### config.mk
export PLATFORM = sky130hd
export DESIGN_NAME = ultrasonic_echo_ranger
export DESIGN_NICKNAME = d
export VERILOG_FILES = /design/src/design/uer_pkg.sv /design/src/design/ultrasonic_echo_ranger.sv /design/src/design/uer_seq.sv
export VERILOG_INCLUDE_DIRS = /design/src /design/src/design
export SDC_FILE = /design/constraint.sdc
export NUM_CORES = 2
export LEC_CHECK = 0
export ABC_AREA = 1
export ABC_CLOCK_PERIOD_IN_PS = 12500
export BUFFER_PORTS_ARGS = -buffer_cell sky130_fd_sc_hd__buf_2
export CORE_UTILIZATION = 35
export CTS_CLUSTER_DIAMETER = 150
export DETAILED_ROUTE_END_ITERATION = 12
export GPL_TIMING_DRIVEN = 0
export HOLD_SLACK_MARGIN = 0.1
export PLACE_DENSITY = 0.56
export SLEW_MARGIN = 20
export SYNTH_ARGS = -nofsm -noshare
export SYNTH_HDL_FRONTEND = slang
export SYNTH_SLANG_ARGS = --single-unit
### constraint.sdc
create_clock -name clock -period 12.5 [get_ports clock]
set_input_delay 1.25 -clock clock [delete_from_list [all_inputs] [get_ports clock]]
set_output_delay 1.25 -clock clock [all_outputs]
set_load 0.1 [all_outputs]
### src/design/ultrasonic_echo_ranger_defines.svh
// Assertion macros shared by the echo ranger RTL.
// Used by uer_seq.sv and ultrasonic_echo_ranger.sv; needs a clock named clock and reset named reset.
`ifndef ULTRASONIC_ECHO_RANGER_DEFINES_SVH
`define ULTRASONIC_ECHO_RANGER_DEFINES_SVH

// Checked at every edge outside reset.
`define UER_ASSERT(lbl, prop, msg) \
   lbl: assert property (@(posedge clock) disable iff (reset) prop) else $error(msg);

// Checked at every edge, reset included.
`define UER_ASSERT_ALL(lbl, prop, msg) \
   lbl: assert property (@(posedge clock) prop) else $error(msg);

`endif

### src/design/uer_pkg.sv
// Types, codes and constants for the ultrasonic echo ranger.
// No dependencies; imported by uer_seq and ultrasonic_echo_ranger.
package uer_pkg;

   localparam int CountWidth = 24;                   // phase and echo counters (8..32)
   localparam int LimitWidth = 24;                   // configuration register width
   localparam int ProdWidth  = CountWidth + LimitWidth;
   localparam int CmpWidth   = 32;
   localparam int DistWidth  = 24;
   localparam int ScaleShift = 16;
   localparam logic [CountWidth-1:0] CountMax = {CountWidth{1'b1}};
   localparam logic [DistWidth-1:0]  DistMax  = {DistWidth{1'b1}};

   localparam int CsrIndexWidth = 3;
   localparam logic [CsrIndexWidth-1:0] CsrPreLow   = 3'd0;
   localparam logic [CsrIndexWidth-1:0] CsrTrigger  = 3'd1;
   localparam logic [CsrIndexWidth-1:0] CsrSettle   = 3'd2;
   localparam logic [CsrIndexWidth-1:0] CsrTimeout  = 3'd3;
   localparam logic [CsrIndexWidth-1:0] CsrScale    = 3'd4;

   localparam logic [LimitWidth-1:0] PreLowReset  = 24'd2000;
   localparam logic [LimitWidth-1:0] TriggerReset = 24'd15;
   localparam logic [LimitWidth-1:0] SettleReset  = 24'd500;
   localparam logic [LimitWidth-1:0] TimeoutReset = 24'd50000;
   localparam logic [LimitWidth-1:0] ScaleReset   = 24'd287728;

   typedef enum logic [1:0] {
      StatusOk      = 2'd0,
      StatusNoRise  = 2'd1,
      StatusTooLong = 2'd2
   } status_type;

   typedef enum logic [2:0] {
      PhIdle   = 3'd0,
      PhPreLow = 3'd1,
      PhTrig   = 3'd2,
      PhSettle = 3'd3,
      PhRise   = 3'd4,
      PhWidth  = 3'd5
   } phase_type;

   typedef struct packed {
      logic [LimitWidth-1:0] pre_low_ticks;
      logic [LimitWidth-1:0] trigger_ticks;
      logic [LimitWidth-1:0] settle_ticks;
      logic [LimitWidth-1:0] timeout_ticks;
      logic [LimitWidth-1:0] distance_scale;
   } cfg_type;

   typedef struct packed {
      logic start_req;
      logic echo_level;
   } req_type;

   typedef struct packed {
      logic                 trigger_level;
      logic                 busy_res;
      logic                 done_res;
      logic [1:0]           status;
      logic [DistWidth-1:0] distance;
   } rsp_type;

endpackage

### src/design/ultrasonic_echo_ranger.sv
// Top level of the ultrasonic echo ranger: CSR bank, sequencer and result register.
// Depends on uer_pkg, uer_seq and ultrasonic_echo_ranger_defines.svh.
//
//   channel   ports                        direction  word
//   req       req_valid/req_ready/req_data in         one tick: start_req, echo_level
//   rsp       rsp_valid/rsp_ready/rsp_data out        one result per tick
//   csr       csr_we/csr_index/csr_wdata   in         24-bit register write, no wait
//
// One word in, one word out, one cycle each; a word is taken every cycle the result
// register is empty or being drained. The result register presents the result in the cycle after the word is taken.
// Distance is one 24 x 24 product of echo width and scale, taken on the falling tick.
// Synchronous reset puts the sequencer in idle and loads the register defaults.
// A stalled rsp side holds its word; req_ready drops until it drains.
`include "ultrasonic_echo_ranger_defines.svh"

module ultrasonic_echo_ranger import uer_pkg::*; (
   input  logic                     clock,
   input  logic                     reset,
   input  logic                     req_valid,
   output logic                     req_ready,
   input  req_type                  req_data,
   output logic                     rsp_valid,
   input  logic                     rsp_ready,
   output rsp_type                  rsp_data,
   input  logic                     csr_we,
   input  logic [CsrIndexWidth-1:0] csr_index,
   input  logic [LimitWidth-1:0]    csr_wdata
);

   cfg_type cfg_ff;
   rsp_type rsp_ff;
   logic    rsp_valid_ff;
   logic    step;
   rsp_type res;

   assign req_ready = !rsp_valid_ff || rsp_ready;
   assign step      = req_valid && req_ready;
   assign rsp_valid = rsp_valid_ff;
   assign rsp_data  = rsp_ff;

   always_ff @(posedge clock) begin
      if (reset) begin
         cfg_ff.pre_low_ticks  <= PreLowReset;
         cfg_ff.trigger_ticks  <= TriggerReset;
         cfg_ff.settle_ticks   <= SettleReset;
         cfg_ff.timeout_ticks  <= TimeoutReset;
         cfg_ff.distance_scale <= ScaleReset;
      end else if (csr_we) begin
         case (csr_index)
            CsrPreLow:  cfg_ff.pre_low_ticks  <= csr_wdata;
            CsrTrigger: cfg_ff.trigger_ticks  <= csr_wdata;
            CsrSettle:  cfg_ff.settle_ticks   <= csr_wdata;
            CsrTimeout: cfg_ff.timeout_ticks  <= csr_wdata;
            CsrScale:   cfg_ff.distance_scale <= csr_wdata;
            default: ;
         endcase
      end
   end

   uer_seq u_seq (
      .clock (clock),
      .reset (reset),
      .step  (step),
      .req   (req_data),
      .cfg   (cfg_ff),
      .res   (res)
   );

   always_ff @(posedge clock) begin
      if (reset) begin
         rsp_valid_ff <= 1'b0;
      end else if (step) begin
         rsp_valid_ff <= 1'b1;
      end else if (rsp_ready) begin
         rsp_valid_ff <= 1'b0;
      end
   end

   always_ff @(posedge clock) begin
      if (step) rsp_ff <= res;
   end

   `UER_ASSERT(a_accept_gives_word, step |=> rsp_valid_ff, "accepted word produced no result")
   `UER_ASSERT(a_word_matches, step |=> rsp_ff == $past(res), "result register lost a word")
   `UER_ASSERT_ALL(a_reset_empty, reset |=> !rsp_valid_ff, "result valid after reset")

endmodule

### src/design/uer_seq.sv
// Measurement sequencer: phase state, saturating counters and the distance product.
// Depends on uer_pkg and ultrasonic_echo_ranger_defines.svh.
`include "ultrasonic_echo_ranger_defines.svh"

module uer_seq import uer_pkg::*; (
   input  logic    clock,
   input  logic    reset,
   input  logic    step,
   input  req_type req,
   input  cfg_type cfg,
   output rsp_type res
);

   phase_type             phase_ff, phase_in;
   logic [CountWidth-1:0] count_ff, count_in;
   logic [CountWidth-1:0] width_ff, width_in;

   logic [CountWidth-1:0] count_inc, width_inc;
   logic [ProdWidth-1:0]  prod_full;    // width_ff * distance_scale with the current scale
   logic [ProdWidth-1:0]  prod_shift;
   logic                  done;
   status_type            status;
   logic [DistWidth-1:0]  dist_val;

   function automatic logic [CountWidth-1:0] sat_inc(logic [CountWidth-1:0] v);
      return (v == CountMax) ? CountMax : v + 1'b1;
   endfunction

   function automatic logic reached(logic [CountWidth-1:0] c, logic [LimitWidth-1:0] lim);
      return (CmpWidth'(c) >= CmpWidth'(lim)) || (c == CountMax);
   endfunction

   function automatic logic passed(logic [CountWidth-1:0] c, logic [LimitWidth-1:0] lim);
      return (CmpWidth'(c) > CmpWidth'(lim)) || (c == CountMax);
   endfunction

   // zero-length timed phases fall through to the next one
   function automatic phase_type skip_empty(phase_type p, cfg_type c);
      phase_type q;
      q = p;
      if (q == PhPreLow && c.pre_low_ticks == '0) q = PhTrig;
      if (q == PhTrig && c.trigger_ticks == '0) q = PhSettle;
      if (q == PhSettle && c.settle_ticks == '0) q = PhRise;
      return q;
   endfunction

   assign count_inc  = sat_inc(count_ff);
   assign width_inc  = sat_inc(width_ff);
   assign prod_full  = ProdWidth'(width_ff) * ProdWidth'(cfg.distance_scale);
   assign prod_shift = prod_full >> ScaleShift;

   always_comb begin
      phase_in = phase_ff;
      count_in = count_ff;
      width_in = width_ff;
      done     = 1'b0;
      status   = StatusOk;
      dist_val = '0;
      case (phase_ff)
         PhIdle: begin
            if (req.start_req) begin
               phase_in = skip_empty(PhPreLow, cfg);
               count_in = '0;
            end
         end
         PhPreLow: begin
            count_in = count_inc;
            if (reached(count_inc, cfg.pre_low_ticks)) begin
               phase_in = skip_empty(PhTrig, cfg);
               count_in = '0;
            end
         end
         PhTrig: begin
            count_in = count_inc;
            if (reached(count_inc, cfg.trigger_ticks)) begin
               phase_in = skip_empty(PhSettle, cfg);
               count_in = '0;
            end
         end
         PhSettle: begin
            count_in = count_inc;
            if (reached(count_inc, cfg.settle_ticks)) begin
               phase_in = PhRise;
               count_in = '0;
            end
         end
         PhRise: begin
            if (req.echo_level) begin
               width_in = CountWidth'(1);
               count_in = '0;
               phase_in = PhWidth;
               if (passed(CountWidth'(1), cfg.timeout_ticks)) begin
                  done   = 1'b1;
                  status = StatusTooLong;
               end
            end else begin
               count_in = count_inc;
               if (passed(count_inc, cfg.timeout_ticks)) begin
                  done   = 1'b1;
                  status = StatusNoRise;
               end
            end
         end
         PhWidth: begin
            if (req.echo_level) begin
               width_in = width_inc;
               if (passed(width_inc, cfg.timeout_ticks)) begin
                  done   = 1'b1;
                  status = StatusTooLong;
               end
            end else begin
               done     = 1'b1;
               status   = StatusOk;
               dist_val = (prod_shift > ProdWidth'(DistMax)) ? DistMax
                                                             : prod_shift[DistWidth-1:0];
            end
         end
         default: begin
            phase_in = PhIdle;
            count_in = '0;
         end
      endcase
      if (done) begin
         phase_in = PhIdle;
         count_in = '0;
      end
   end

   always_comb begin
      res.trigger_level = (phase_in == PhTrig);
      res.busy_res      = (phase_in != PhIdle);
      res.done_res      = done;
      res.status        = status;
      res.distance      = dist_val;
   end

   always_ff @(posedge clock) begin
      if (reset) begin
         phase_ff <= PhIdle;
         count_ff <= '0;
         width_ff <= '0;
      end else if (step) begin
         phase_ff <= phase_in;
         count_ff <= count_in;
         width_ff <= width_in;
      end
   end

   `UER_ASSERT(a_done_to_idle, step && res.done_res |=> phase_ff == PhIdle, "done did not return to idle")
   `UER_ASSERT(a_status_needs_done, res.status != StatusOk |-> res.done_res, "status without done")
   `UER_ASSERT(a_busy_tracks_phase, step |=> (phase_ff != PhIdle) == $past(res.busy_res), "busy mismatch")
   `UER_ASSERT(a_width_phase_nonzero, phase_ff == PhWidth |-> width_ff != '0, "zero echo width")

endmodule
* Yosys cells after proc, flatten, opt, wreduce, memory -nomap -nowiden *
Cells that the tools add are included.

operators by class
  mux-type cells = 46
  $lt $le $gt $ge = 7
  add/subtract/negate cells = 2
  multipliers = 1
  equal/unequal tests = 21
  reduce and logical (&&, ||, !) cells = 27
  bitwise logic cells = 1

operators by type and width
  kind                     count
  $mux W24                 11
  $pmux W24 S6             1
  $eq A24 B24 Y1 const B   4
  $ge A24 B24 Y1           3
  $logic_not A24 Y1        3
  $add A24 B1 Y24 const B  2
  $gt A24 B24 Y1           2
  $mul A24 B24 Y48         1
  $mux W3                  16
  $pmux W24 S2             1
  $gt A32 B24 Y1 const B   1
  $eq A3 B2 Y1 const B     8
  $gt A1 B24 Y1 const A    1
  $pmux W3 S6              1
  $mux W2                  5
  $reduce_and A2 Y1        5
  $eq A3 B3 Y1 const B     3
  $mux W1                  9
  $eq A3 B1 Y1 const B     2
  $logic_not A3 Y1         2
  $logic_or A1 B1 Y1       6
  $logic_and A1 B1 Y1      4
  $ne A2 B2 Y1 const B     2
  $pmux W2 S2              1
  other kinds (10)         11

word-level totals
  output and inout port bits = 31
  register bits = 201
  logic and storage cells = 119

* Longest topological paths before layout *
  depth after elaboration = 16
  gate-level depth with buffers = 35

* Hierarchy *
A second synthesis with hierarchy kept.

second synthesis, totals
  cells, all modules = 4809
  area, all modules = 33764.9 um^2

by module, submodules not included
  module                  area an instance (um^2)  times used  cells each
  uer_seq                 28139.5                  1           4115
  ultrasonic_echo_ranger  5625.4                   1           694

* Worst setup path after synthesis *
Ideal clock, no wire load.

  kind = reg-to-reg
  from = reg u_seq.width_ff[20]
  to = reg rsp_ff, in the netlist rsp_data[10], data pin
  cell stages (with the launch flop) = 33
  arrival = 6.811 ns
  buffers on the path = 3
  slack = 5.439 ns
  path through = dfxtp_1 clkbuf_1 buf_1 nand2_1 fa_1 inv_1 fa_1 inv_1 fa_1 fa_1 inv_1 fa_1 fa_1 inv_1 fa_1 inv_1 ha_1 nand2_1 nor2_1 inv_1 nor3_1 inv_1 nor4_1 nand3_1 nand3_1 nand2_1 nand2_1 o21ai_0 nor2_1 clkbuf_1 nand3_1 nand2_1 inv_1

between the ends
  cells in the longest elaborated chain, start to end = 3

RTL lines
  item                      RTL line                      RTL
  start: declaration        uer_seq.sv:16                 logic [CountWidth-1:0] width_ff, width_in;
  start signal: assignment  uer_seq.sv:145                width_ff <= width_in;
  $mul A24 B24 Y48 *        uer_seq.sv:49                 assign prod_full = ProdWidth'(width_ff) * ProdWidth'(cfg.distance_scale);
  $gt A32 B24 Y1            uer_seq.sv:114                dist_val = (prod_shift > ProdWidth'(DistMax)) ? DistMax
  $mux W24 *                uer_seq.sv:114
  end signal: assignment    ultrasonic_echo_ranger.sv:80  if (step) rsp_ff <= res;
  end: declaration          ultrasonic_echo_ranger.sv:31  rsp_type rsp_ff;

Every way passes the cells marked *; elsewhere a longest branch is shown, timed or not.
A chain may end at the register's enable or synchronous reset.

* Final worst setup path *
  from = reg u_seq.width_ff[15]
  to = reg rsp_ff, in the netlist rsp_data[13], data pin

The elaborated chain is that of the path after synthesis.

==> metrics.yaml <==
pwr:
  p_comb_share_pct: 24.5
  clkPwrFrac_pct: 38.9
  switching_share_pct: 35.53
  vdd_ir_drop_max_uv: 95.13
  p_switching_uw: 683.6
  p_seq_share_pct: 36.5
  power_density_nw_per_um2: 53.77
  p_int_mw: 1.240
  p_leak_nw: 19.27
critical_path:
  startpoint_type: "flop"
  crit_type: "reg2reg"
  crit_path_top_delay_cell: "buf_1"
  worst_path_most_repeated_cell: "inv_1"
  r2r_start: "u_seq.width_ff[15]"
  cp.required_ps: 12810
  cp.arrival_ps: 9710
  endpoint_kind: "flop"
  crit_fanout: 10
  critPathMaxStageDelay_ps: 870
  rr_endpoint: "rsp_data[13]"
  rrSetupSlack_ps: 3100
  ff2ff_path_depth: 32
global_routing:
  antenna_found_initial: 0
  grt_pass1_vias: 30160
  overflow: 0
  grt_max_degree: 39
  grt_usage_pct: 25.21
  grt_first_pass_wirelength_mm: 181.0
clock_tree:
  cts_setup_buffers: 0
  postCtsHoldBufs: 0
  cts_made_buffers: 26
  clk_pin_slew_ps: 60
  post_cts_resized: 0
  h-tree-depth: 1
  cts_root_buf: "clkbuf_16"
  clockBufferDepth: 3
  worstSkewPairLatency_ps: 560
  cts_tree: "done"
  cts_sinks: 201
worst_hold_path:
  hold_class: "reg2reg"
  whs_path_depth: 2
  hp-start: "cfg_ff[87]"
  worstHoldEndpoint: "cfg_ff[87]"
sta:
  rsz0062_at_grt: "false"
  setup_violations: 0
  whs_ps: 479.2
  slew_viol_final: 0
  slew_headroom_pct: 19.80
  hold_violations: 0
  finClkSkew_ps: 16.66
  max_freq_mhz: 106.3
  final.setup.tns_ps: 0
  worst_pin_slew_ps: 1203
  min_period_ps: 9403
  finalCritPeriodShare_pct: 75.22
layout:
  nFillCells: 10080
  drive_above_1_share_pct: 3.166
  final_nets: 5526
  layoutNonFillerInstCount: 5992
  antennaDiodeCount: 0
  areaGrowthSynthToFinish_pct: 8.297
synthesis:
  yosys.cell_types.count: 40
  yosys-top-cells-count: "nand2_1, inv_1, fa_1"
  syn_area_sq_um: 33040
  yosysMostFrequentCell: "nand2_1"
  synthTopCellsByArea: "fa_1, nand2_1, inv_1"
  synth_top_area_share_pct: 29.14
  ys.flop_type: "dfxtp_1"
  post-synth-top-area-cell: "fa_1"
  async_flop_share_pct: 0
  yosys_warnings: 0
  synthesis.nets: 5434
  avgSynthCellArea_sq_um: 7.141
  synthCells: 4627
  ys_seq_elements: 201
  seq_area_frac_synth_pct: 13.06
  synth-edff-count: 29
routing:
  vias: 30280
  drtIter0Drc: 2491
  wirelength_mm: 118.7
  ant_nets: 0
  drc: 0
  drtPass1Iterations: 6
  via_per_inst: 5.053
  post_drt_wl_per_cell_microns: 19.81
run:
  maxCapViolCount: 0
placement:
  place_hpwl_mm: 96.34
  gp_congestion: 0.9788
  io_buffer_count: 64
  dp_cells: 5945
floorplan:
  chipHeight_microns: 309.3
  ioPinCount: 65
  die_area_sq_um: 95640
  core_sq_um: 93470
  rows: 112
  initial_utilization_pct: 35.35
  die_x_microns: 309.3
run_status:
  outcome: "complete, no violations"
routing by layer:
metal / GRT usage, % / wire length, microns
met5: 0 / 0
met4: 10.51 / 5554
met3: 3.293 / 8344
met2: 41.96 / 55010
met1: 32.87 / 49820
registers in the layout, summed over array words and instances (netlist names):
| register | count |
|---|---|
| rsp_valid | 1 |
| u_seq.count_ff | 24 |
| u_seq.width_ff | 24 |
| cfg_ff | 120 |
| u_seq.phase_ff | 3 |
| rsp_data | 29 |
layout by cell type, fill, tap and decap left out, types with 27 or more instances in the layout:
cell       count
nor2_1       313
a21oi_1      228
clkbuf_16     27
buf_2         77
clkbuf_1     189
inv_1       1114
dfxtp_1      172
nand4_1      128
nand2_1     1121
fa_1         481
edfxtp_1      29
o21ai_0      181
nand3_1      161
ha_1         292
cell families after synthesis:
logic type / count (synthesis) / share of synthesized area (%)
buf+inv: 1341 / 15.46
fa+ha+maj: 773 / 40.20
simple gates: 1796 / 22.55
compound gates: 476 / 7.668
xor+xnor: 40 / 1.060
flops: 201 / 13.06
critical path, delay by kind of cell (launching register included):
kind | cells | cell delay (ps)
fa+ha+maj | 8 | 4120
buf+inv | 11 | 2630
simple gates | 12 | 1970
flops | 1 | 330
compound gates | 1 | 80
cell type report:
| cell class | count | area (sq um) | share of cell area, % |
|---|---|---|---|
| plain buffers | 225 | 920.9 | 2.574 |
| clock buffers | 38 | 757.0 | 2.115 |
| clock inverters | 9 | 86.33 | 0.2413 |
| inverters | 1116 | 4190 | 11.71 |
| multi-input cells | 3085 | 23630 | 66.02 |
| flip-flops and latches | 201 | 4314 | 12.06 |
| well taps | 1254 | 1569 | 4.385 |
| repair buffers | 64 | 320.3 | 0.8951 |
power groups by stage:
| stage | logic (mW) | clock network (mW) | registers [mW] |
|---|---|---|---|
| 2_1_floorplan | 0.268 | 0 | 0.751 |
| 3_3_place_gp | 0.457 | 0 | 0.716 |
| 3_5_place_dp | 0.462 | 0 | 0.716 |
| 4_1_cts | 0.464 | 0.764 | 0.703 |
| 5_1_grt | 0.515 | 0.789 | 0.706 |
| 6_report | 0.472 | 0.749 | 0.703 |
stage by stage:
step	power (mW)	util, %	cell area, sq um	setup slack [ps]
floorplan	1.020	-	33040	5439
global placement	1.174	37.37	34930	3167
detailed placement	1.178	37.38	34940	3174
CTS	1.930	38.28	35780	3138
global route	2.010	38.28	35780	2396
finish	1.924	38.28	35780	3097
worst max path at each step:
stage	start	to
finish	u_seq.width_ff[15]	rsp_data[13]
global route	u_seq.width_ff[15]	rsp_data[13]
CTS	u_seq.width_ff[15]	rsp_data[13]
detailed placement	u_seq.width_ff[15]	rsp_data[13]
global placement	u_seq.width_ff[15]	rsp_data[13]
floorplan	u_seq.width_ff[20]	rsp_data[10]
(Power assumes the default switching activity.)
